## config.mk

```make
export PLATFORM = sky130hd
export DESIGN_NAME = pcsb_ctrl
export DESIGN_NICKNAME = d
export VERILOG_FILES = /design/src/rtl/pcsb_pkg.sv /design/src/rtl/pcsb_ctrl.sv
export SDC_FILE = /design/constraint.sdc
export NUM_CORES = 1
export LEC_CHECK = 0
export ABC_AREA = 0
export BUFFER_PORTS_ARGS = -buffer_cell sky130_fd_sc_hd__buf_4
export CAP_MARGIN = 10
export CORE_UTILIZATION = 32
export DETAILED_ROUTE_END_ITERATION = 10
export SLEW_MARGIN = 20
export SYNTH_ARGS = -nofsm -noshare
export SYNTH_HDL_FRONTEND = slang
export SYNTH_SLANG_ARGS = --single-unit
```

## constraint.sdc

```tcl
create_clock -name clk -period 5.1 [get_ports clk]
set_clock_uncertainty 0.05 [all_clocks]
set_input_delay 1.02 -clock clk [delete_from_list [all_inputs] [get_ports clk]]
set_output_delay 1.02 -clock clk [all_outputs]
set_load 0.02 [all_outputs]
```

## src/rtl/pcsb_pkg.sv

```systemverilog
`timescale 1ns / 1ps

package pcsb_pkg;

	// Operation codes of the input word.
	localparam logic [1:0] OP_START = 2'd0;
	localparam logic [1:0] OP_POINT = 2'd1;
	localparam logic [1:0] OP_READ  = 2'd2;

	// Result status codes.
	localparam logic [2:0] ST_OK      = 3'd0;
	localparam logic [2:0] ST_INVALID = 3'd1;
	localparam logic [2:0] ST_HEIGHT  = 3'd2;
	localparam logic [2:0] ST_NEAR    = 3'd3;
	localparam logic [2:0] ST_FAR     = 3'd4;
	localparam logic [2:0] ST_ANGLE   = 3'd5;
	localparam logic [2:0] ST_BIN     = 3'd6;

	// Configuration register indexes.
	localparam logic [2:0] CFG_HEIGHT_LOW  = 3'd0;
	localparam logic [2:0] CFG_HEIGHT_HIGH = 3'd1;
	localparam logic [2:0] CFG_RANGE_LOW   = 3'd2;
	localparam logic [2:0] CFG_RANGE_HIGH  = 3'd3;
	localparam logic [2:0] CFG_ANGLE_LOW   = 3'd4;
	localparam logic [2:0] CFG_ANGLE_HIGH  = 3'd5;
	localparam logic [2:0] CFG_ANGLE_STEP  = 3'd6;
	localparam logic [2:0] CFG_EMPTY_INF   = 3'd7;

	localparam int CFG_IW = 3;
	localparam int CFG_DW = 21;

	localparam logic [20:0] RANGE_INF = 21'h1FFFFF;
	localparam logic [20:0] RANGE_CAP = 21'd2097150;

	typedef struct packed {
		logic [1:0]         operation;
		logic signed [19:0] x_mm;
		logic signed [19:0] y_mm;
		logic signed [19:0] z_mm;
		logic               coords_valid;
		logic [8:0]         read_bin;
	} req_t;

	typedef struct packed {
		logic [2:0]  status;
		logic [8:0]  bin_index;
		logic [20:0] range_mm;
		logic [9:0]  ray_count;
	} rsp_t;

	typedef enum logic [4:0] {
		S_INIT, S_IDLE, S_RAYS, S_DISP, S_MY, S_MLO, S_MHI, S_MCMP, S_SQRT,
		S_RCHK, S_CORD, S_ACHK, S_IDIV, S_ICHK, S_UPD, S_RWAIT, S_WIPE, S_DONE
	} state_t;

	typedef enum logic [2:0] {
		MUL_NONE, MUL_X, MUL_Y, MUL_LO, MUL_HI, MUL_CMP
	} mul_op_t;

	typedef struct packed {
		logic       load;
		logic       rays_start;
		logic       rays_latch;
		logic       clear;
		mul_op_t    mul;
		logic       range_set;
		logic       cordic_init;
		logic       idx_start;
		logic       mem_rd_idx;
		logic       mem_rd_bin;
		logic       bin_rb;
		logic       upd;
		logic       read_set;
		logic       set_stat;
		logic [2:0] stat;
		logic       finish;
	} cmd_t;

	typedef struct packed {
		logic [1:0] op;
		logic       cval;
		logic       height_bad;
		logic       rb_out;
		logic       near;
		logic       far;
		logic       sqrt_busy;
		logic       cordic_busy;
		logic       div_busy;
		logic       ang_out;
		logic       idx_out;
		logic       clr_last;
		logic       out_free;
	} sts_t;

	// Arctangent of 2^-i in units of 2^32 per turn.
	function automatic logic [31:0] atan_turn(input logic [4:0] i);
		logic [31:0] v;
		case (i)
			5'd0:  v = 32'd536870912;
			5'd1:  v = 32'd316933406;
			5'd2:  v = 32'd167458907;
			5'd3:  v = 32'd85004756;
			5'd4:  v = 32'd42667331;
			5'd5:  v = 32'd21354465;
			5'd6:  v = 32'd10679838;
			5'd7:  v = 32'd5340245;
			5'd8:  v = 32'd2670163;
			5'd9:  v = 32'd1335087;
			5'd10: v = 32'd667544;
			5'd11: v = 32'd333772;
			5'd12: v = 32'd166886;
			5'd13: v = 32'd83443;
			5'd14: v = 32'd41722;
			5'd15: v = 32'd20861;
			5'd16: v = 32'd10430;
			5'd17: v = 32'd5215;
			5'd18: v = 32'd2608;
			5'd19: v = 32'd1304;
			5'd20: v = 32'd652;
			5'd21: v = 32'd326;
			5'd22: v = 32'd163;
			5'd23: v = 32'd81;
			default: v = 32'd0;
		endcase
		return v;
	endfunction

endpackage

```

## src/rtl/pcsb_ctrl.sv

```systemverilog
`timescale 1ns / 1ps

module pcsb_ctrl
	import pcsb_pkg::*;
(
	input  logic clk,
	input  logic arst_n,
	input  logic req_valid,
	output logic req_ready,
	input  sts_t sts,
	output cmd_t cmd
);

	state_t state_q, state_d;

	// State register.
	always_ff @(posedge clk or negedge arst_n) begin
		if (!arst_n) begin
			state_q <= S_INIT;
		end else begin
			state_q <= state_d;
		end
	end

	assign req_ready = (state_q == S_IDLE);

	// Next state.
	always_comb begin
		state_d = state_q;
		unique case (state_q)
			S_INIT:  if (sts.clr_last) state_d = S_IDLE;
			S_IDLE:  if (req_valid) state_d = S_RAYS;
			S_RAYS:  if (!sts.div_busy) state_d = S_DISP;
			S_DISP: begin
				unique case (sts.op)
					OP_START: state_d = S_WIPE;
					OP_POINT: begin
						if (!sts.cval || sts.height_bad) state_d = S_DONE;
						else state_d = S_MY;
					end
					OP_READ: begin
						if (sts.rb_out) state_d = S_DONE;
						else state_d = S_RWAIT;
					end
					default: state_d = S_DONE;
				endcase
			end
			S_MY:    state_d = S_MLO;
			S_MLO:   state_d = S_MHI;
			S_MHI:   state_d = S_MCMP;
			S_MCMP:  state_d = S_SQRT;
			S_SQRT:  if (!sts.sqrt_busy) state_d = S_RCHK;
			S_RCHK: begin
				if (sts.near || sts.far) state_d = S_DONE;
				else state_d = S_CORD;
			end
			S_CORD:  if (!sts.cordic_busy) state_d = S_ACHK;
			S_ACHK: begin
				if (sts.ang_out) state_d = S_DONE;
				else state_d = S_IDIV;
			end
			S_IDIV:  if (!sts.div_busy) state_d = S_ICHK;
			S_ICHK: begin
				if (sts.idx_out) state_d = S_DONE;
				else state_d = S_UPD;
			end
			S_UPD:   state_d = S_DONE;
			S_RWAIT: state_d = S_DONE;
			S_WIPE:  if (sts.clr_last) state_d = S_DONE;
			S_DONE:  if (sts.out_free) state_d = S_IDLE;
			default: state_d = S_INIT;
		endcase
	end

	// Commands to the datapath.
	always_comb begin
		cmd = '0;
		cmd.mul = MUL_NONE;
		unique case (state_q)
			S_INIT: cmd.clear = 1'b1;
			S_IDLE: begin
				cmd.load       = req_valid;
				cmd.rays_start = req_valid;
			end
			S_RAYS: cmd.rays_latch = !sts.div_busy;
			S_DISP: begin
				unique case (sts.op)
					OP_START: ;
					OP_POINT: begin
						if (!sts.cval) begin
							cmd.set_stat = 1'b1;
							cmd.stat     = ST_INVALID;
						end else if (sts.height_bad) begin
							cmd.set_stat = 1'b1;
							cmd.stat     = ST_HEIGHT;
						end else begin
							cmd.mul = MUL_X;
						end
					end
					OP_READ: begin
						cmd.bin_rb = 1'b1;
						if (sts.rb_out) begin
							cmd.set_stat = 1'b1;
							cmd.stat     = ST_BIN;
						end else begin
							cmd.mem_rd_bin = 1'b1;
						end
					end
					default: ;
				endcase
			end
			S_MY:   cmd.mul = MUL_Y;
			S_MLO:  cmd.mul = MUL_LO;
			S_MHI:  cmd.mul = MUL_HI;
			S_MCMP: cmd.mul = MUL_CMP;
			S_SQRT: ;
			S_RCHK: begin
				cmd.range_set = 1'b1;
				if (sts.near) begin
					cmd.set_stat = 1'b1;
					cmd.stat     = ST_NEAR;
				end else if (sts.far) begin
					cmd.set_stat = 1'b1;
					cmd.stat     = ST_FAR;
				end else begin
					cmd.cordic_init = 1'b1;
				end
			end
			S_CORD: ;
			S_ACHK: begin
				if (sts.ang_out) begin
					cmd.set_stat = 1'b1;
					cmd.stat     = ST_ANGLE;
				end else begin
					cmd.idx_start = 1'b1;
				end
			end
			S_IDIV: ;
			S_ICHK: begin
				if (sts.idx_out) begin
					cmd.set_stat = 1'b1;
					cmd.stat     = ST_BIN;
				end else begin
					cmd.mem_rd_idx = 1'b1;
				end
			end
			S_UPD:   cmd.upd = 1'b1;
			S_RWAIT: cmd.read_set = 1'b1;
			S_WIPE:  cmd.clear = 1'b1;
			S_DONE:  cmd.finish = sts.out_free;
			default: ;
		endcase
	end

`ifndef SYNTHESIS
	// A waiting result is never overwritten.
	a_no_overwrite: assert property (@(posedge clk) disable iff (!arst_n)
		cmd.finish |-> sts.out_free)
		else $error("result register overwritten");

	// The shared divider only runs for the ray count and the bin index.
	a_div_owner: assert property (@(posedge clk) disable iff (!arst_n)
		sts.div_busy |-> (state_q == S_RAYS || state_q == S_IDIV))
		else $error("divider busy outside its states");

	// The square root starts only out of the last multiplier step.
	a_sqrt_start: assert property (@(posedge clk) disable iff (!arst_n)
		$rose(sts.sqrt_busy) |-> state_q == S_SQRT && $past(state_q) == S_MCMP)
		else $error("square root started out of order");
`endif

endmodule

```

==> results of run 1 <==
## worst min path at each step
stage / from / cells after the start / to
global route: arst_n / 1 / state_q[1]
floorplan: state_q[3] / 2 / state_q[2]
CTS: arst_n / 1 / state_q[1]
global placement: state_q[3] / 1 / state_q[2]
detailed placement: state_q[3] / 1 / state_q[2]
finish: arst_n / 1 / state_q[1]
## per-layer routing
metal  routed length (um)  vias up  global-route usage
li1                     -      488                   -
met1                 1050      436               0.215
met2                 1150       34               0.331
met3                  120        3              0.0230
met4                   27        0              0.0789
met5                    0        -                   0
## metrics by stage
stage               worst slack [ns]   util  cells  cell area (um^2)  hold WS, ns
finish                          1.81  0.454    175              1110        0.513
global route                    1.69  0.454    175              1110        0.521
CTS                             1.81  0.454    175              1110        0.512
detailed placement              1.81  0.443    171              1090        0.714
global placement                1.88  0.443    171              1090        0.704
floorplan                       1.77      -    113               831        0.550
## area by class of cell
cell class,count,area share
clock buffers,4,0.0236
multi-input cells,88,0.544
repair buffers,37,0.249
inverters,11,0.0370
flip-flops and latches,5,0.112
well taps,30,0.0337
## power breakdown
group	switching [mW]	leakage, nW	internal [mW]
clock network	0.0171	0.0150	0.0296
logic	0.190	0.438	0.163
registers	0.0698	0.0652	0.0563
total	0.277	0.518	0.249
## cell families after synthesis
family | after synthesis | synth area share
AO/OA/AOI/OAI | 30 | 0.261
adder cells (fa/ha/maj) | 4 | 0.0602
buffers and inverters | 20 | 0.119
flip-flops | 5 | 0.151
multiplexers | 3 | 0.0377
AND/OR/NAND/NOR | 51 | 0.372
## layout by cell type (no fill, tap or decap), types with 3 or more instances in the layout
| master | count |
|---|---|
| nand2b_1 | 5 |
| o21ai_0 | 3 |
| buf_4 | 37 |
| o221ai_1 | 3 |
| nand2_1 | 8 |
| ha_1 | 4 |
| or3_1 | 3 |
| dfrtp_1 | 5 |
| a21oi_1 | 6 |
| o211ai_1 | 3 |
| inv_1 | 11 |
| nor2_1 | 12 |
| nor3_1 | 6 |
| clkbuf_4 | 3 |
==> reports/qor.txt, run 1 <==
Status: finished clean
Worst r2r dst: state_q[4]
Total GRT Usage: 0.184
Routed wire length: 2340 um
Final Max Tran Viols: 0
Initial antenna violation count: 0
Syn Nets: 134
Top reg by flops: state_q
CP delay by family, top: simple AND/OR/NAND/NOR gates
Yosys reg bits: 5
Synth Warn #: 0
GRT overflow: 0
Share of cells above drive strength 1: 0.324
PD cells: 472 mW/mm^2
R2r setup slk: 3.17 ns
Placer Congestion: 0.795
Root Buffer Master: clkbuf_4
Clk Latency, worst-skew pair: 0.25 ns
Setup TNS Final: 0 ns
LEAKAGE: 0.518 nW
Post-synth top area cell: dfrtp_1
Initial Utilization: 0.338
Die outline area: 0.00280 mm^2
# resized after CTS: 0
CP max-delay cell: nor4b_1
Diode count: 0
Unrepaired setup endpoints after global routing: false
Crit path capture: cmd[13]
Final Critical Period: 3.29 ns
Relative slew slack: 0.603
Reg2Reg Depth: 5
Fillers: 281
Maximum clock path buffer count: 2
CP arrival: 2.22 ns
Multi-input logic area: 607 um^2
Core area: 0.00245 mm^2
Dominant synthesized flop cell: dfrtp_1
Maximum vdd drop: 0.200 mV
First-pass GRT wire length: 3800 um
Setup Viol. Count Final: 0
ANT nets after route: 0
Worst Setup SP: sts[13]
Cells after Synth: 113
WS Path Type: in2out
Mean Syn Cell Area: 7.35 um^2
Regs by FF count: state_q (5)
# DRC: 0
FF/Latch Area: 125 um^2
Reg-to-reg startpoint: state_q[1]
Post-CTS Setup Inserts: 0
Layout Nets: 167
Via density: 5.49
Largest net degree at the start of global routing: 20
Clock transition at path regs: 0.04 ns
Vias in the first global route: 889
# H-tree levels: 1
Die X: 53.0 um
Endpoints failing hold: 0
Startpoint types: primary input
Sequential cell area fraction in the yosys report: 0.151
FP Rows: 18
Yosys top cell area share: 0.151
Wire per inst: 13.4 um
MaxCap Viol Count: 0
Post-synth top cells: nor2_1 (12), inv_1 (11), nand2_1 (8), a21oi_1 (6), nor3_1 (6)
Most common cell in the netlist: nor2_1
CTS tree: built
Cts hold-fix bufs: 0
Area delta synth->final: 34.2%
Vias: 961
Cts bufs inserted: 3
Ys async rst share: 1.00
Die Y: 53.0 um
WP data required: 4.03 ns
Max incr delay on CP: 0.32 ns
Synth cell types: 43
DP HPWL: 1840 um
IO Count: 38
Worst-path cell chain: buf_4 -> inv_1 -> ha_1 -> and3b_1 -> a21oi_1 -> nor4b_1 -> buf_4
Crit Path Max Fanout: 5
CTS Sinks: 5
Hold Crit Class: in2async
Worst-margin pin slew: 0.596 ns
DRT iter0 DRCs: 4
Number of flip-flops in the largest register: 5
Post-synth EDFFs: 0
Router iterations before antenna repair: 4
CP most frequent cell: buf_4
Synth Cell Area: 831 um^2
PortBufs: 37
CP Buf/Inv Count: 3
Max Freq: 0.304 GHz
Crit. End Element: output pin
Synth top area cells: dfrtp_1 (15%), ha_1 (6.0%), nor2_1 (5.4%)
Tcrit/Tclk final: 0.644
Overall power: 0.526 mW
WP depth: 7
(Power assumes the default switching activity.)
==> run 2, diff against run 1 <==
Clock period 5.1 ns to 2.7 ns, I/O delays scaled along.
==> reports/qor.txt, run 2 (same netlist as run 1, synthesis figures left out) <==
Most frequent cells in the layout: buf_4 (40), nor2_1 (12), inv_1 (11)
Crit Path Max Fanout: 13
Cts hold-fix bufs: 0
First-pass GRT wire length: 3830 um
Clock transition at path regs: 0.04 ns
Final Max Tran Viols: 0
Non-Filler Instances: 178
Startpoint types: flip-flop
Met1 Usage GRT: 0.228
MaxCap Viol Count: 0
Placer Congestion: 0.839
Relative slew slack: 0.704
CP arrival: 1.96 ns
DP HPWL: 1930 um
# H-tree levels: 1
Router iterations before antenna repair: 4
CTS tree: built
Clk Latency, worst-skew pair: 0.24 ns
Layout Nets: 170
Top reg by flops: state_q
# resized after CTS: 0
Tcrit/Tclk final: 0.945
Share of cells above drive strength 1: 0.338
Via density: 5.42
PortBufs: 37
WP data required: 2.11 ns
DRT iter0 DRCs: 8
GRT overflow: 0
PD cells: 895 mW/mm^2
Unrepaired setup endpoints after global routing: false
LEAKAGE: 0.534 nW
Post-Place Cells: 174
Total GRT Usage: 0.183
Area delta synth->final: 36.9%
Vias in the first global route: 887
Maximum clock path buffer count: 2
Die Y: 53.0 um
Hold Crit Class: in2async
Fillers: 262
Vias: 965
IO Count: 38
M2 GR Usage: 0.331
Die outline area: 0.00280 mm^2
Post-place setup slack: 0.417 ns
FP Rows: 18
PnR worst setup slack: 0.148 ns
Routed wire length: 2410 um
GRT busiest layer: met2
ANT nets after route: 0
Regs by FF count: state_q (5)
Die X: 53.0 um
Root Buffer Master: clkbuf_4
Core area: 0.00245 mm^2
Cts bufs inserted: 3
Setup TNS Final: 0 ns
Setup Viol. Count Final: 0
CTS Sinks: 5
Most common cell after layout, fill and taps aside: buf_4
Crit. End Element: output pin
Final Critical Period: 2.55 ns
Diode count: 0
Number of flip-flops in the largest register: 5
Worst-margin pin slew: 0.443 ns
Maximum vdd drop: 0.521 mV
Endpoints failing hold: 0
Largest net degree at the start of global routing: 15
Status: finished clean
Initial antenna violation count: 0
Post-CTS Setup Inserts: 0
Wire per inst: 13.5 um
Met3 global-route usage: 0.0287
WS Path Type: reg2out
# DRC: 0
Initial Utilization: 0.338
Max Freq: 0.392 GHz
## run 2: cell count changes in the layout (fill, tap and decap cells not counted), sizes merged
| cell | previous run | this run |
|---|---|---|
| buf | 37 | 40 |
## run 2: final timing paths
path | from | endpoint | slack, ns | cells after the start
worst max-delay path | state_q[3] | cmd[1] | 0.15 | 5
worst max register to register | state_q[1] | state_q[4] | 0.67 | 6
max in group asynchronous | arst_n | state_q[3] | 2.46 | 1
min in group clk | sts[9] | state_q[3] | 0.57 | 2
worst min register to register | state_q[4] | state_q[2] | 0.62 | 1
worst min-delay path | arst_n | state_q[1] | 0.04 | 1
## run 2: critical path: stages, from the launching register on
cell	delay, ns
dfrtp_1	0.50
or3_1	0.47
nor2_1	0.19
nand2_1	0.12
o32ai_1	0.24
buf_4	0.19
## run 2: area by class of cell
class	count	area (um^2)	share of cell area
Tap cell	30	37.5	0.0330
Clock buffer	4	26.3	0.0231
Sequential cell	5	125	0.110
Multi-Input combinational cell	88	607	0.534
Timing Repair Buffer	40	300	0.264
Inverter	11	41.3	0.0363
## run 2: power by group
group	switching (mW)	internal, mW	leakage [nW]
Clock	0.0295	0.0558	0.0150
Combinational	0.396	0.327	0.454
Sequential	0.103	0.107	0.0652
## run 2: metrics by stage
| step | area [um^2] | power (mW) | hold WS (ns) | util |
|---|---|---|---|---|
| 2_1_floorplan | 831 | 0.734 | 0.194 | - |
| 3_3_place_gp | 1110 | 0.923 | 0.292 | 0.453 |
| 3_5_place_dp | 1110 | 0.931 | 0.293 | 0.453 |
| 4_1_cts | 1140 | 1.02 | 0.0331 | 0.463 |
| 5_1_grt | 1140 | 1.10 | 0.0209 | 0.463 |
| 6_report | 1140 | 1.02 | 0.0381 | 0.463 |
## run 2: metal layers
layer	wire (um)	up-vias
met5	0	-
met4	0	0
met3	114	0
met2	1180	28
met1	1110	450
li1	-	487
